`config.mk`:
```
export PLATFORM = sky130hd
export DESIGN_NAME = hpp_div_step
export DESIGN_NICKNAME = d
export VERILOG_FILES = /design/src/rtl/hpp_pkg.sv /design/src/rtl/hpp_div_step.sv
export SDC_FILE = /design/constraint.sdc
export NUM_CORES = 1
export LEC_CHECK = 0
export ABC_AREA = 1
export CORE_AREA = 3 3 235 237
export DETAILED_ROUTE_END_ITERATION = 12
export DIE_AREA = 0 0 238 240
export DONT_BUFFER_PORTS = 1
export GPL_ROUTABILITY_DRIVEN = 0
export PLACE_DENSITY = 0.64
export SLEW_MARGIN = 25
export SYNTH_ARGS = -nofsm -noshare
export SYNTH_HDL_FRONTEND = slang
export SYNTH_SLANG_ARGS = --single-unit
```
`constraint.sdc`:
```
create_clock -name clk -period 21.5 [get_ports clk]
set_clock_uncertainty 0.1 [all_clocks]
set_input_delay 4.3 -clock clk [delete_from_list [all_inputs] [get_ports clk]]
set_output_delay 4.3 -clock clk [all_outputs]
set_load 0.02 [all_outputs]
```
`src/rtl/hpp_pkg.sv`:
```
// ----------------------------------------------------------------------------
// hpp_pkg
// Shared widths, register codes, reset values and pipeline bus types for the
// homography point projection block.
// ----------------------------------------------------------------------------
package hpp_pkg;

    // field widths
    localparam int COORD_W  = 24;
    localparam int WGT_W    = 16;
    localparam int COEF_W   = 32;
    localparam int LIN_W    = 64;
    localparam int SUM_W    = 64;
    // quotient bits: 25 integer magnitude bits plus one rounding bit
    localparam int QB       = 26;
    localparam int RW       = SUM_W + QB;
    localparam int FRAC_DEF = 8;

    // configuration register codes
    typedef enum logic [2:0] {
        REG_ROW0_LIN = 3'd0,
        REG_ROW0_OFF = 3'd1,
        REG_ROW1_LIN = 3'd2,
        REG_ROW1_OFF = 3'd3,
        REG_ROW2_LIN = 3'd4,
        REG_ROW2_OFF = 3'd5
    } reg_idx_t;

    localparam logic [LIN_W-1:0]  ROW0_LIN_RST = 64'h0000_0000_0010_0000;
    localparam logic [COEF_W-1:0] ROW0_OFF_RST = 32'h0000_0000;
    localparam logic [LIN_W-1:0]  ROW1_LIN_RST = 64'h0010_0000_0000_0000;
    localparam logic [COEF_W-1:0] ROW1_OFF_RST = 32'h0000_0000;
    localparam logic [LIN_W-1:0]  ROW2_LIN_RST = 64'h0000_0000_0000_0000;
    localparam logic [COEF_W-1:0] ROW2_OFF_RST = 32'h0100_0000;

    // output magnitude limits
    localparam logic [QB-1:0] MAG_MAX_POS = 26'd8388607;
    localparam logic [QB-1:0] MAG_MAX_NEG = 26'd8388608;

    // matrix coefficients
    typedef struct packed {
        logic signed [COEF_W-1:0] h00;
        logic signed [COEF_W-1:0] h01;
        logic signed [COEF_W-1:0] h02;
        logic signed [COEF_W-1:0] h10;
        logic signed [COEF_W-1:0] h11;
        logic signed [COEF_W-1:0] h12;
        logic signed [COEF_W-1:0] h20;
        logic signed [COEF_W-1:0] h21;
        logic signed [COEF_W-1:0] h22;
    } coef_t;

    // divider pipeline payload
    typedef struct packed {
        logic [RW-1:0]    u_rem;
        logic [RW-1:0]    v_rem;
        logic [SUM_W-1:0] den;
        logic [QB-1:0]    u_q;
        logic [QB-1:0]    v_q;
        logic             u_neg;
        logic             v_neg;
        logic             u_big;
        logic             v_big;
        logic             s_zero;
    } div_bus_t;

    // result payload
    typedef struct packed {
        logic [COORD_W-1:0] x_out;
        logic [COORD_W-1:0] y_out;
        logic               defined;
        logic               saturated;
    } res_t;

endpackage

```
`src/rtl/hpp_div_step.sv`:
```
// ----------------------------------------------------------------------------
// hpp_div_step
// One restoring division stage: decides quotient bit J for both u and v
// against the shared denominator.
// ----------------------------------------------------------------------------
module hpp_div_step
    import hpp_pkg::*;
#(
    parameter int J = 0
)
(
    input  logic     clk,
    input  logic     rst_n,
    input  logic     in_valid,
    output logic     in_ready,
    input  div_bus_t in_bus,
    output logic     out_valid,
    input  logic     out_ready,
    output div_bus_t out_bus
);

    logic     v_reg;
    div_bus_t bus_reg, bus_next;
    logic [RW-1:0] dsh;

    assign in_ready  = !v_reg || out_ready;
    assign out_valid = v_reg;
    assign out_bus   = bus_reg;

    // compare and subtract the shifted denominator
    always_comb
    begin
        dsh      = {{QB{1'b0}}, in_bus.den} << J;
        bus_next = in_bus;
        if (in_bus.u_rem >= dsh)
        begin
            bus_next.u_rem  = in_bus.u_rem - dsh;
            bus_next.u_q[J] = 1'b1;
        end
        if (in_bus.v_rem >= dsh)
        begin
            bus_next.v_rem  = in_bus.v_rem - dsh;
            bus_next.v_q[J] = 1'b1;
        end
    end

    always_ff @(posedge clk or negedge rst_n)
    begin
        if (!rst_n)
        begin
            v_reg <= 1'b0;
        end
        else if (in_ready)
        begin
            v_reg <= in_valid;
        end
    end

    always_ff @(posedge clk)
    begin
        if (in_ready && in_valid)
        begin
            bus_reg <= bus_next;
        end
    end

endmodule

```
Word-level counts from Yosys, hierarchy flattened
Index checks and enable logic that the tools add are counted.
Word-level totals
  flip-flop bits (word level): 302
  word-level logic and storage cells: 22
Operators by class
  add/sub/neg operators: 2
  order comparisons: 2
  muxes and demuxes: 2
  reductions and logical operators: 3
Operators by type and width (number)
  >= comparator 90 x 64 -> 1 bit: 2
  two-way mux 90 bit: 2
  subtractor 90 x 64 -> 90 bit: 2
  logical AND 1 bit: 1
  logical NOT 1 bit: 1
  logical OR 1 bit: 1

Logic depth before layout (Yosys ltp)
  word-level depth: 3
  mapped depth: 18
  depth with buffers taken out: 18

Worst setup path before layout
Ideal clock, no wire load.
  path kind: input-to-reg
  start: input port in_valid
  end: register bus_reg (netlist bit out_bus[0]) (enable)
  library setup time: 1.065 ns
  arrival time: 18.767 ns
  required time: 20.335 ns
  path slack: 1.568 ns
  cell stages on the path: 2
  buffers on the path: 0
  cell sequence: inv_1 a21oi_1
On the way
  cells in the longest elaborated chain, start to end: 1
Ends and longest elaborated chain
  start, declared: line hpp_div_step.sv:14  | input logic in_valid,
  logical AND 1 bit: line hpp_div_step.sv:61  | if (in_ready && in_valid)
  end signal, assigned: line hpp_div_step.sv:63  | bus_reg <= bus_next;
  end, declared: line hpp_div_step.sv:23  | div_bus_t bus_reg, bus_next;
No other way between the ends.
A chain may end at the register's enable or synchronous reset.

Final worst setup path
  start: input port out_ready
  end: output port in_ready
On the way
  cells in the longest elaborated chain, start to end: 1
Ends and longest elaborated chain
  start, declared: line hpp_div_step.sv:18  | input logic out_ready,
  logical OR 1 bit: line hpp_div_step.sv:26  | assign in_ready = !v_reg || out_ready;
  end, declared: line hpp_div_step.sv:15  | output logic in_ready,
No other way between the ends.

==> flow_summary.yaml <==
run_status:
  outcome: "complete, no violations"
placed_design:
  io_buffers: 0
  hpwl_um: 94700
  dpl_cell_area_um2: 28350
synth:
  ys_types: 35
  yosysWarnings: 0
  synth_top_area_share_pct: 32.70
  synth-seq-area-share_pct: 32.79
  avgSynthCellArea_um2: 6.166
  netlist_top_cells_area: "edfxtp_1 33%, nand2_1 28%, inv_1 13%, ha_1 5.8%, nor2_1 4.2%"
  synth_area_um2: 27640
  synthCells: 4483
  synthesis.nets: 4918
  ys_ff_latch: 302
  yosys.area.top_type: "edfxtp_1"
flow_run:
  cap_viol_max_count: 0
worst_setup_path:
  critPathKind: "input pin to output port"
  critPathMaxStageDelay_ps: 190
  cp_cell_sequence: "inv_1 > nand2_1"
  startpoint: "out_ready"
  crit_path_end_kind: "output port"
  cp_top_family: "simple AND/OR/NAND/NOR gates"
  r2r-start: "out_valid"
  cp_max_fo: 2
  crit_buf_inv: 1
  required_ps: 17100
  critPathSlowestCell: "nand2_1"
  arrival_ps: 4580
  crit_path_start_kind: "input pin"
sta:
  fin_tns_setup_ps: 0
  maxSlewHeadroom_pct: 32.56
  tightestPinTransition_ps: 1012
  drv_slew: 0
  fin_crit_sh_pct: 41.78
  fin_crit_ps: 8984
  timing.fmax_mhz: 111.3
  setup_viol: 0
  worst_hold_slack_ps: 777.7
  rsz0062_at_grt: "no"
  final_hold_viol_count: 0
floorplan:
  initial_core_util_pct: 51.68
  die_w_um: 238
  io-pin-count: 608
  core-area_um2: 53500
  placementRows: 85
  dieArea_um2: 57120
  die_h_um: 240
clock_network:
  cts.repair.resized: 0
  htreeDepth: 1
  cts_hold_buf: 0
  cts_buffer_depth: 3
  post_cts_buffers: 0
  cts_tree: "yes"
  cts_sinks: 302
  cts_inserted_buffers: 31
  root_buffer: "clkbuf_16"
  clock_latency_ps: 580
  cts.reportedPaths.clkPinSlew_ps: 60
routing:
  top_layer_used: "met5"
  dr.pass1.iters: 6
  wl_met1_um: 41750
  post_drt_via_cell_ratio: 5.276
  ant_nets: 0
  wl_met2_um: 50050
  drtIter0Drc: 2880
  postRouteWirelength_um: 110600
  wl_per_cell_um: 21.19
  route.met3.wl_um: 11400
  vias: 27530
  drc_errors: 0
grt:
  grt_max_degree: 79
  grt_pass1_wl_um: 156900
  antenna_found_initial: 8
  gr-total-overflow: 0
  track_usage_pct: 37.29
  grt_pass1_vias: 25340
worst_hold_path:
  hold_path_class: "register to register"
  worstHoldStart: "out_valid"
cells_and_area:
  layout_commonest_cell: "nand2_1"
  fin_area_um2: 29460
  area_growth_pct: 6.563
  drive_gt1_share_pct: 4.893
  final_nets: 4928
  finalCoreUtilization_pct: 55.07
  final_cell_mix: "2,085 x nand2_1, 969 x inv_1, 308 x nor2_1"
power:
  powerDensity_nw_per_um2: 62.87
  p_leak_uw: 0.01618
  max-vdd-ir-drop_uv: 64.36
  total_power_uw: 1852
==> registers in the layout (all words and copies together), names as in the netlist <==
register   cells
out_valid      1
out_bus      301
==> path summary, 6_finish.rpt <==
path | to | slack, ps | cells after the start
setup reg to reg | out_bus[106] | 18310 | 4
max in group asynchronous | out_valid | 17930 | 0
setup / recovery | in_ready | 12520 | 2
hold / removal | out_valid | 780 | 2
hold reg to reg | out_valid | 780 | 2
min in group asynchronous | out_valid | 3300 | 0
==> report_power, final <==
part | total [uW] | internal (uW) | switching, uW
Sequential | 799 | 718 | 80.6
Combinational | 488 | 141 | 347
Clock | 565 | 335 | 229
Total | 1850 | 1190 | 657
==> per-stage QoR <==
step                      worst slack (ps)  cells
after detailed placement             12520   5155
after global routing                 12500   5213
after floorplan                       1568   4483
after CTS                            12510   5212
after global placement               12530   5154
final                                12520   5219
==> metal layers <==
metal	up-vias	GRT usage, %
met1	12300	45.28
met2	1377	61.64
met3	319	8.878
li1	13530	-
met5	-	0
met4	10	20.12
==> logic make-up after synthesis <==
| kind of cell | share of synthesized area (%) |
|---|---|
| compound gates | 3.218 |
| simple gates | 40.96 |
| buf+inv | 14.56 |
| xor+xnor | 2.535 |
| flops | 32.79 |
| fa+ha+maj | 5.938 |
==> synthesized netlist by cell type <==
cell type  number
buf_12          2
buf_6           9
a21oi_1        79
dfrtp_1         1
buf_2          17
nand2_2        42
o21ai_0         8
and2_1          9
nor2_1        308
edfxtp_1      301
nand4_1        76
buf_8           2
nor4_1          1
nand2_4         2
nand3_1       171
a21oi_2        44
or2_2           4
and3_1          2
nor2_4          7
inv_1         969
clkinv_1        6
xor2_1         80
ha_1          128
inv_2          26
fa_1            2
nor3_1         43
clkbuf_1        1
nor3_2          1
nand2_1      2085
buf_4           1
nor2_2         34
nand3b_1       13
a21oi_4         1
nand3_2         1
o21bai_1        7
==> layout make-up <==
| type | instances | area [um2] |
|---|---|---|
| timing repair buffer | 9 | 107.6 |
| clock buffer | 33 | 783.3 |
| antenna | 6 | 15.01 |
| sequential | 302 | 9064 |
| inverter | 1001 | 3757 |
| multi-input combinational | 3148 | 14570 |
| fill | 5587 | 24040 |
| tap | 696 | 870.8 |
| clock inverter | 24 | 286.5 |
==> tightest hold or removal path, delay by kind of cell (launching register included) <==
kind             cells  cell delay, ps
flip-flops           1             500
AND/OR/NAND/NOR      2             340
Power figures use the tool's default switching activity.
