## src/rtl/hpp_pkg.sv

```systemverilog
// ----------------------------------------------------------------------------
// hpp_pkg
// Shared widths, register codes, reset values and pipeline bus types for the
// homography point projection block.
// ----------------------------------------------------------------------------
package hpp_pkg;

    // field widths
    localparam int COORD_W  = 24;
    localparam int WGT_W    = 16;
    localparam int COEF_W   = 32;
    localparam int LIN_W    = 64;
    localparam int SUM_W    = 64;
    // quotient bits: 25 integer magnitude bits plus one rounding bit
    localparam int QB       = 26;
    localparam int RW       = SUM_W + QB;
    localparam int FRAC_DEF = 8;

    // configuration register codes
    typedef enum logic [2:0] {
        REG_ROW0_LIN = 3'd0,
        REG_ROW0_OFF = 3'd1,
        REG_ROW1_LIN = 3'd2,
        REG_ROW1_OFF = 3'd3,
        REG_ROW2_LIN = 3'd4,
        REG_ROW2_OFF = 3'd5
    } reg_idx_t;

    localparam logic [LIN_W-1:0]  ROW0_LIN_RST = 64'h0000_0000_0010_0000;
    localparam logic [COEF_W-1:0] ROW0_OFF_RST = 32'h0000_0000;
    localparam logic [LIN_W-1:0]  ROW1_LIN_RST = 64'h0010_0000_0000_0000;
    localparam logic [COEF_W-1:0] ROW1_OFF_RST = 32'h0000_0000;
    localparam logic [LIN_W-1:0]  ROW2_LIN_RST = 64'h0000_0000_0000_0000;
    localparam logic [COEF_W-1:0] ROW2_OFF_RST = 32'h0100_0000;

    // output magnitude limits
    localparam logic [QB-1:0] MAG_MAX_POS = 26'd8388607;
    localparam logic [QB-1:0] MAG_MAX_NEG = 26'd8388608;

    // matrix coefficients
    typedef struct packed {
        logic signed [COEF_W-1:0] h00;
        logic signed [COEF_W-1:0] h01;
        logic signed [COEF_W-1:0] h02;
        logic signed [COEF_W-1:0] h10;
        logic signed [COEF_W-1:0] h11;
        logic signed [COEF_W-1:0] h12;
        logic signed [COEF_W-1:0] h20;
        logic signed [COEF_W-1:0] h21;
        logic signed [COEF_W-1:0] h22;
    } coef_t;

    // divider pipeline payload
    typedef struct packed {
        logic [RW-1:0]    u_rem;
        logic [RW-1:0]    v_rem;
        logic [SUM_W-1:0] den;
        logic [QB-1:0]    u_q;
        logic [QB-1:0]    v_q;
        logic             u_neg;
        logic             v_neg;
        logic             u_big;
        logic             v_big;
        logic             s_zero;
    } div_bus_t;

    // result payload
    typedef struct packed {
        logic [COORD_W-1:0] x_out;
        logic [COORD_W-1:0] y_out;
        logic               defined;
        logic               saturated;
    } res_t;

endpackage

```

## src/rtl/hpp_back.sv

```systemverilog
// ----------------------------------------------------------------------------
// hpp_back
// Output stage: rounds the quotients, clamps to range, applies sign and
// substitutes the undefined result for a zero denominator.
// ----------------------------------------------------------------------------
module hpp_back
    import hpp_pkg::*;
#(
    parameter int FRAC = FRAC_DEF
)
(
    input  logic     clk,
    input  logic     rst_n,
    input  logic     in_valid,
    output logic     in_ready,
    input  div_bus_t in_bus,
    output logic     out_valid,
    input  logic     out_ready,
    output res_t     out_res
);

    localparam logic [COORD_W-1:0] UNDEF_VAL = COORD_W'(-(1 << FRAC));

    logic       v_reg;
    res_t       res_reg, res_next;
    logic [QB:0]   u_sum, v_sum;
    logic [QB-1:0] u_mag, v_mag;
    logic          u_sat, v_sat;

    assign in_ready  = !v_reg || out_ready;
    assign out_valid = v_reg;
    assign out_res   = res_reg;

    // round half away from zero, clamp, sign
    always_comb
    begin
        u_sum = {1'b0, in_bus.u_q} + 1'b1;
        v_sum = {1'b0, in_bus.v_q} + 1'b1;
        u_mag = u_sum[QB:1];
        v_mag = v_sum[QB:1];
        u_sat = in_bus.u_big
              || (in_bus.u_neg ? (u_mag > MAG_MAX_NEG) : (u_mag > MAG_MAX_POS));
        v_sat = in_bus.v_big
              || (in_bus.v_neg ? (v_mag > MAG_MAX_NEG) : (v_mag > MAG_MAX_POS));
        if (u_sat) u_mag = in_bus.u_neg ? MAG_MAX_NEG : MAG_MAX_POS;
        if (v_sat) v_mag = in_bus.v_neg ? MAG_MAX_NEG : MAG_MAX_POS;
        res_next.x_out     = in_bus.u_neg ? COORD_W'(~u_mag + 1'b1) : COORD_W'(u_mag);
        res_next.y_out     = in_bus.v_neg ? COORD_W'(~v_mag + 1'b1) : COORD_W'(v_mag);
        res_next.defined   = 1'b1;
        res_next.saturated = u_sat || v_sat;
        if (in_bus.s_zero)
        begin
            res_next.x_out     = UNDEF_VAL;
            res_next.y_out     = UNDEF_VAL;
            res_next.defined   = 1'b0;
            res_next.saturated = 1'b0;
        end
    end

    always_ff @(posedge clk or negedge rst_n)
    begin
        if (!rst_n)
        begin
            v_reg <= 1'b0;
        end
        else if (in_ready)
        begin
            v_reg <= in_valid;
        end
    end

    always_ff @(posedge clk)
    begin
        if (in_ready && in_valid)
        begin
            res_reg <= res_next;
        end
    end

endmodule

```

## config.mk

```make
export PLATFORM = sky130hd
export DESIGN_NAME = hpp_back
export DESIGN_NICKNAME = d
export VERILOG_FILES = /design/src/rtl/hpp_pkg.sv /design/src/rtl/hpp_back.sv
export SDC_FILE = /design/constraint.sdc
export NUM_CORES = 1
export LEC_CHECK = 0
export BUFFER_PORTS_ARGS = -buffer_cell sky130_fd_sc_hd__buf_2
export CORE_ASPECT_RATIO = 0.7
export CORE_UTILIZATION = 30
export DETAILED_ROUTE_END_ITERATION = 8
export GPL_ROUTABILITY_DRIVEN = 0
export GPL_TIMING_DRIVEN = 1
export SLEW_MARGIN = 20
export SYNTH_ARGS = -nofsm -noshare
export SYNTH_HDL_FRONTEND = slang
export SYNTH_SLANG_ARGS = --single-unit
```

## constraint.sdc

```tcl
create_clock -name clk -period 2 [get_ports clk]
set_clock_uncertainty 0.15 [all_clocks]
set_input_delay 0.4 -clock clk [delete_from_list [all_inputs] [get_ports clk]]
set_output_delay 0.4 -clock clk [all_outputs]
set_load 0.01 [all_outputs]
```

=== After elaboration in Yosys (flattened, before gate mapping) ===
Cells that the tools add are included.
W data, S select, Z words.

* Bits in registers: 51
* Bits of input ports: 305
* Output and inout port bits: 52
* Word-level logic and storage cells: 30

* Add/subtract/negate cells: 4
* Magnitude comparators: 4
* Muxes and demuxes: 9
* Bitwise gates (word level): 2
* Reduce and logical (&&, ||, !) cells: 6

{| class="wikitable"
|+ Operator list
! kind !! number
|-
| $mux W24 || 6
|-
| $add A26 B1 Y27 const B || 2
|-
| $gt A26 B23 Y1 const B || 2
|-
| $gt A26 B24 Y1 const B || 2
|-
| $add A24 B1 Y24 const B || 2
|-
| $not A24 Y24 || 2
|-
| $logic_or A1 B1 Y1 || 4
|-
| $mux W1 || 2
|-
| $mux W2 || 1
|-
| $logic_and A1 B1 Y1 || 1
|-
| $logic_not A1 Y1 || 1
|}

=== Longest topological paths before layout ===
* Depth after elaboration: 8
* Mapped depth: 22
* Mapped depth without buffers: 18

=== Worst setup path before layout ===
OpenSTA, ideal clock, no wires.

* Path type: input to register
* From: in in_bus[39] in the netlist's numbering
* To: reg res_reg, in the netlist out_res[38] (data pin)
* Library setup time: 0.261 ns
* Arrival: 4.944 ns
* Data required time: 1.589 ns
* Slack: -3.355 ns
* Stages: 20
* Path through: buf_2 > nand4_4 > nor4_4 > and2_1 > a31oi_1 > or4_4 > o41a_1 > buf_2 > clkbuf_1 > o21ai_0 > ha_1 > clkbuf_1 > nand2_1 > mux2i_1 > o211ai_1 > a211oi_1 > and3_1 > clkbuf_1 > o21ai_0 > o32a_1

* Word-level cells in the longest chain between the ends: 8
* Elaborated cells between the ends (all ways): 9
* Those cells by class: 2 x add/sub; 2 x order compare; 3 x mux; 1 x bitwise; 1 x reduce/logical

{| class="wikitable"
|+ Ends and longest elaborated chain
! what !! line !! RTL
|-
| start: declaration || hpp_back.sv:16 || <nowiki>input div_bus_t in_bus,</nowiki>
|-
| $add A26 B1 Y27 (*) || hpp_back.sv:37 || <nowiki>u_sum = {1'b0, in_bus.u_q} + 1'b1;</nowiki>
|-
| $gt A26 B23 Y1 / $gt A26 B24 Y1 (equally long branches) || hpp_back.sv:42 || <nowiki>|| (in_bus.u_neg ? (u_mag > MAG_MAX_NEG) : (u_mag > MAG_MAX_POS));</nowiki>
|-
| $mux W1 || hpp_back.sv:42 ||
|-
| $logic_or A1 B1 Y1 || hpp_back.sv:42 ||
|-
| $mux W24 (*) || hpp_back.sv:45 || <nowiki>if (u_sat) u_mag = in_bus.u_neg ? MAG_MAX_NEG : MAG_MAX_POS;</nowiki>
|-
| $not A24 Y24 || hpp_back.sv:47 || <nowiki>res_next.x_out = in_bus.u_neg ? COORD_W'(~u_mag + 1'b1) : COORD_W'(u_mag);</nowiki>
|-
| $add A24 B1 Y24 || hpp_back.sv:47 ||
|-
| $mux W24 (*) || hpp_back.sv:47 ||
|-
| end signal: assignment || hpp_back.sv:76 || <nowiki>res_reg <= res_next;</nowiki>
|-
| end: declaration || hpp_back.sv:25 || <nowiki>res_t res_reg, res_next;</nowiki>
|}

Mark *: on every way between the ends. The rest lies on a longest branch, timed or not.
A chain may end at the register's enable or synchronous reset.

=== Worst setup path in the final report ===
* From: in in_bus[31] in the netlist's numbering
* To: reg res_reg, in the netlist out_res[38] (data pin)

The elaborated chain is that of the path after synthesis.

==> flow_summary.json <==
{
  "synth_compound_gate_area_share_pct": 22.9,
  "cap_violations": 0,
  "finalHoldViolations": 0,
  "drc": 0,
  "num_rows": 40,
  "grt_max_degree": 51,
  "die-area_sq_um": 18700,
  "synth_simple_gate_area_share_pct": 28.8,
  "synth_warnings": 0,
  "numPortBuffers": 112,
  "power_density_nw_per_um2": 375,
  "slew_headroom_pct": 60.4,
  "rsz0062_at_grt": "true",
  "max_freq_ghz": 0.219,
  "setup_viol": 49,
  "worst_setup_path_start_kind": "input pin",
  "netlist_area_sq_um": 5460,
  "drt_iter0_drc": 676,
  "synth-async-reset-ratio_pct": 1.96,
  "slew_viol_final": 0,
  "grt_pass1_vias": 6480,
  "min_path_type": "in -> reg",
  "clk_path_buf_depth": 2,
  "clock_sinks": 51,
  "antenna_left": 0,
  "cp.required_ps": 1900,
  "startpoint": "in_bus[31]",
  "ctsHtreeMaxLevel": 2,
  "cts.clk_slew.worst_paths_ps": 80,
  "fin_crit_sh_pct": 228,
  "grt_remaining_overflow": 0,
  "route.vias.total": 6874,
  "r2r_cells": 3,
  "outcome": "finished with violations",
  "syn_inst": 669,
  "ys.flop_type": "edfxtp_1",
  "dpl_cell_area_sq_um": 8110,
  "cts_buffers": 5,
  "crit_fanout": 8,
  "grt_usage_pct": 24.0,
  "crit_family": "compound AO/OA/AOI/OAI gates",
  "dpl.cell_count": 1193,
  "wl_microns": 23200,
  "synth.area.mux_share_pct": 4.91,
  "slowest_delay_ps": 530,
  "drive_gt1_share_pct": 52.5,
  "synth.ff_latch_count": 51,
  "timing.final.ws_setup_ps": -2560,
  "cts_tree": "built",
  "path_buf_inv": 4,
  "r2r-end": "out_res[10]",
  "first_pass_iters": 5,
  "fin_cells": 1245,
  "critPathCapture": "out_res[38]",
  "crit_path_end_kind": "register",
  "synth_nets": 978,
  "power_mw": 3.55,
  "cts-root-buf": "clkbuf_16",
  "crit_type": "in -> reg",
  "synthXorXnorAreaFrac_pct": 9.31,
  "final_nets": 1320,
  "clk_latency_ps": 300,
  "fin_area_sq_um": 9470,
  "vdd_drop_max_v": 0.000404,
  "r2r-start": "out_valid",
  "vias_per_cell": 5.52,
  "leakagePower_nw": 3.74,
  "die_x_microns": 163,
  "rrSetupSlack_ps": 530,
  "initial_utilization_pct": 31.2,
  "core_area_sq_um": 17500,
  "min_period_ps": 4560,
  "grt_antenna_before_repair": 3,
  "die_h_microns": 115,
  "cp_slowest_cell": "or4_4",
  "synth_cell_types": 72,
  "grt_first_pass_wirelength_microns": 35300,
  "synth_edf_count": 50,
  "cp.depth": 20,
  "arrival_ps": 4460,
  "crit_path_frequent_cell": "buf_6",
  "hpwl_microns": 17100,
  "ys_seq_area_share_pct": 28.0,
  "crit_chain": "buf_6 > ha_4 > nand4_1 > buf_6 > nor4_4 > buf_6 > and2_4 > a31oi_4 > or4_4 > o41a_1 > buf_6 > o21ai_4 > ha_4 > nand2b_1 > mux2i_1 > o211ai_1 > a211oi_2 > and3_4 > o21ai_1 > o32a_1",
  "max_slew.worst_pin.slew_ps": 592,
  "pre_cts_slack_ps": -2890,
  "syn_avg_cell_area_sq_um": 8.16,
  "areaGrowthSynthToFinish_pct": 73.5,
  "synth_top_family_by_area": "simple AND/OR/NAND/NOR gates",
  "io_pins": 357,
  "synthAdderAreaFrac_pct": 0.917,
  "wire_per_inst_microns": 18.7,
  "violations": "setup timing"
}
[cell usage in the layout, fill, tap and decap left out, types with 5 or more instances in the layout]
master     count
nor3_1        15
clkbuf_16      6
a211oi_2       8
buf_12         5
nand3_1       35
a21oi_1       20
xnor2_2        5
or3_1          6
mux2i_1       17
buf_8          6
nand4_1       19
buf_6         49
and2_1         6
buf_2         94
o211ai_1       6
nand2_1       46
buf_4        228
and3_1        10
xnor2_1       32
and3_4         5
edfxtp_1      50
xor2_1        17
a21o_1        13
a31oi_1        7
nor2_1        49
nor4_4         7
nor4_1         7
nor3_2         5
a21oi_2        5
and4_1         9
or2_2          5
o21ai_1        9
nand2b_1      10
a31o_2         8
o21ai_0       21
o21ai_2       11
inv_1         14
or4_4          5
[metal layers]
| metal | track usage [%] | up-vias | share of wire [%] |
|---|---|---|---|
| met5 | 0 | - | 0.043 |
| met2 | 34.5 | 300 | 42 |
| met4 | 3.74 | 2 | 1.5 |
| met1 | 35.7 | 3294 | 47 |
| met3 | 6.57 | 32 | 9.4 |
| li1 | - | 3246 | - |
[worst reg2reg max path, stage by stage (launching register included)]
cell	delay (ps)
dfrtp_1	390
nand2b_1	110
and2_2	180
buf_12	270
[final cells by class]
| class | count | area (sq um) |
|---|---|---|
| diodes | 2 | 5.00 |
| clock inverters | 2 | 16.3 |
| well taps | 231 | 289 |
| clock buffers | 6 | 139 |
| fillers | 1548 | 8000 |
| repair buffers | 385 | 2990 |
| flip-flops and latches | 51 | 1530 |
| inverters | 15 | 60.1 |
| multi-input cells | 553 | 4450 |
[stage by stage]
step	hold slack (ps)	util [%]	setup TNS [ps]
final	148	54.2	-78710
after CTS	148	51.9	-73310
after floorplan	-45.6	-	-81850
after global placement	25.7	46.4	-91690
after detailed placement	25.1	46.4	-93930
after global routing	154	54.2	-83260
[cells in the mapped netlist (18+ instances only)]
cell type,count,area [sq um]
nor3_1,20,100
edfxtp_1,50,1500
nand2_1,53,199
xnor2_1,40,350
nand4_1,19,119
o21ai_0,42,210
nor2_1,53,199
xor2_1,18,158
mux2i_1,20,200
a21oi_1,27,135
clkbuf_1,35,131
nand3_1,43,215
[registers in the layout (all words and copies together) (netlist names)]
name       count
out_res       50
out_valid      1
[cell families (layout without fill, tap and decap cells)]
group | count (synthesis) | after routing
other | 0 | 2
flip-flops | 51 | 51
multiplexers | 26 | 26
XOR/XNOR | 58 | 58
buffers and inverters | 65 | 408
AND/OR/NAND/NOR | 289 | 289
AO/OA/AOI/OAI | 176 | 176
adder cells (fa/ha/maj) | 4 | 4
[power by group]
| part | internal (mW) | switching (mW) | leakage, nW | total (mW) |
|---|---|---|---|---|
| sequential | 1.24 | 0.0184 | 0.454 | 1.26 |
| combinational | 0.661 | 0.704 | 3.21 | 1.36 |
| clock | 0.502 | 0.422 | 0.0731 | 0.924 |
[worst min path at each step]
stage,startpoint,to,slack (ps),cells after the start
CTS,in_valid,out_valid,150,2
global placement,rst_n,out_valid,30,1
detailed placement,rst_n,out_valid,30,1
floorplan,rst_n,out_valid,-50,0
finish,in_valid,out_valid,150,2
global route,in_valid,out_valid,150,2
[what timing repair did]
action,in CTS,in global routing
hold buffers,1,0
endpoints found under the hold margin,1,0
pin swaps,51,39
gates cloned,1,1
endpoints found under the setup margin,49,49
setup buffers,30,17
resized for setup,135,66
(Power assumes the default switching activity.)
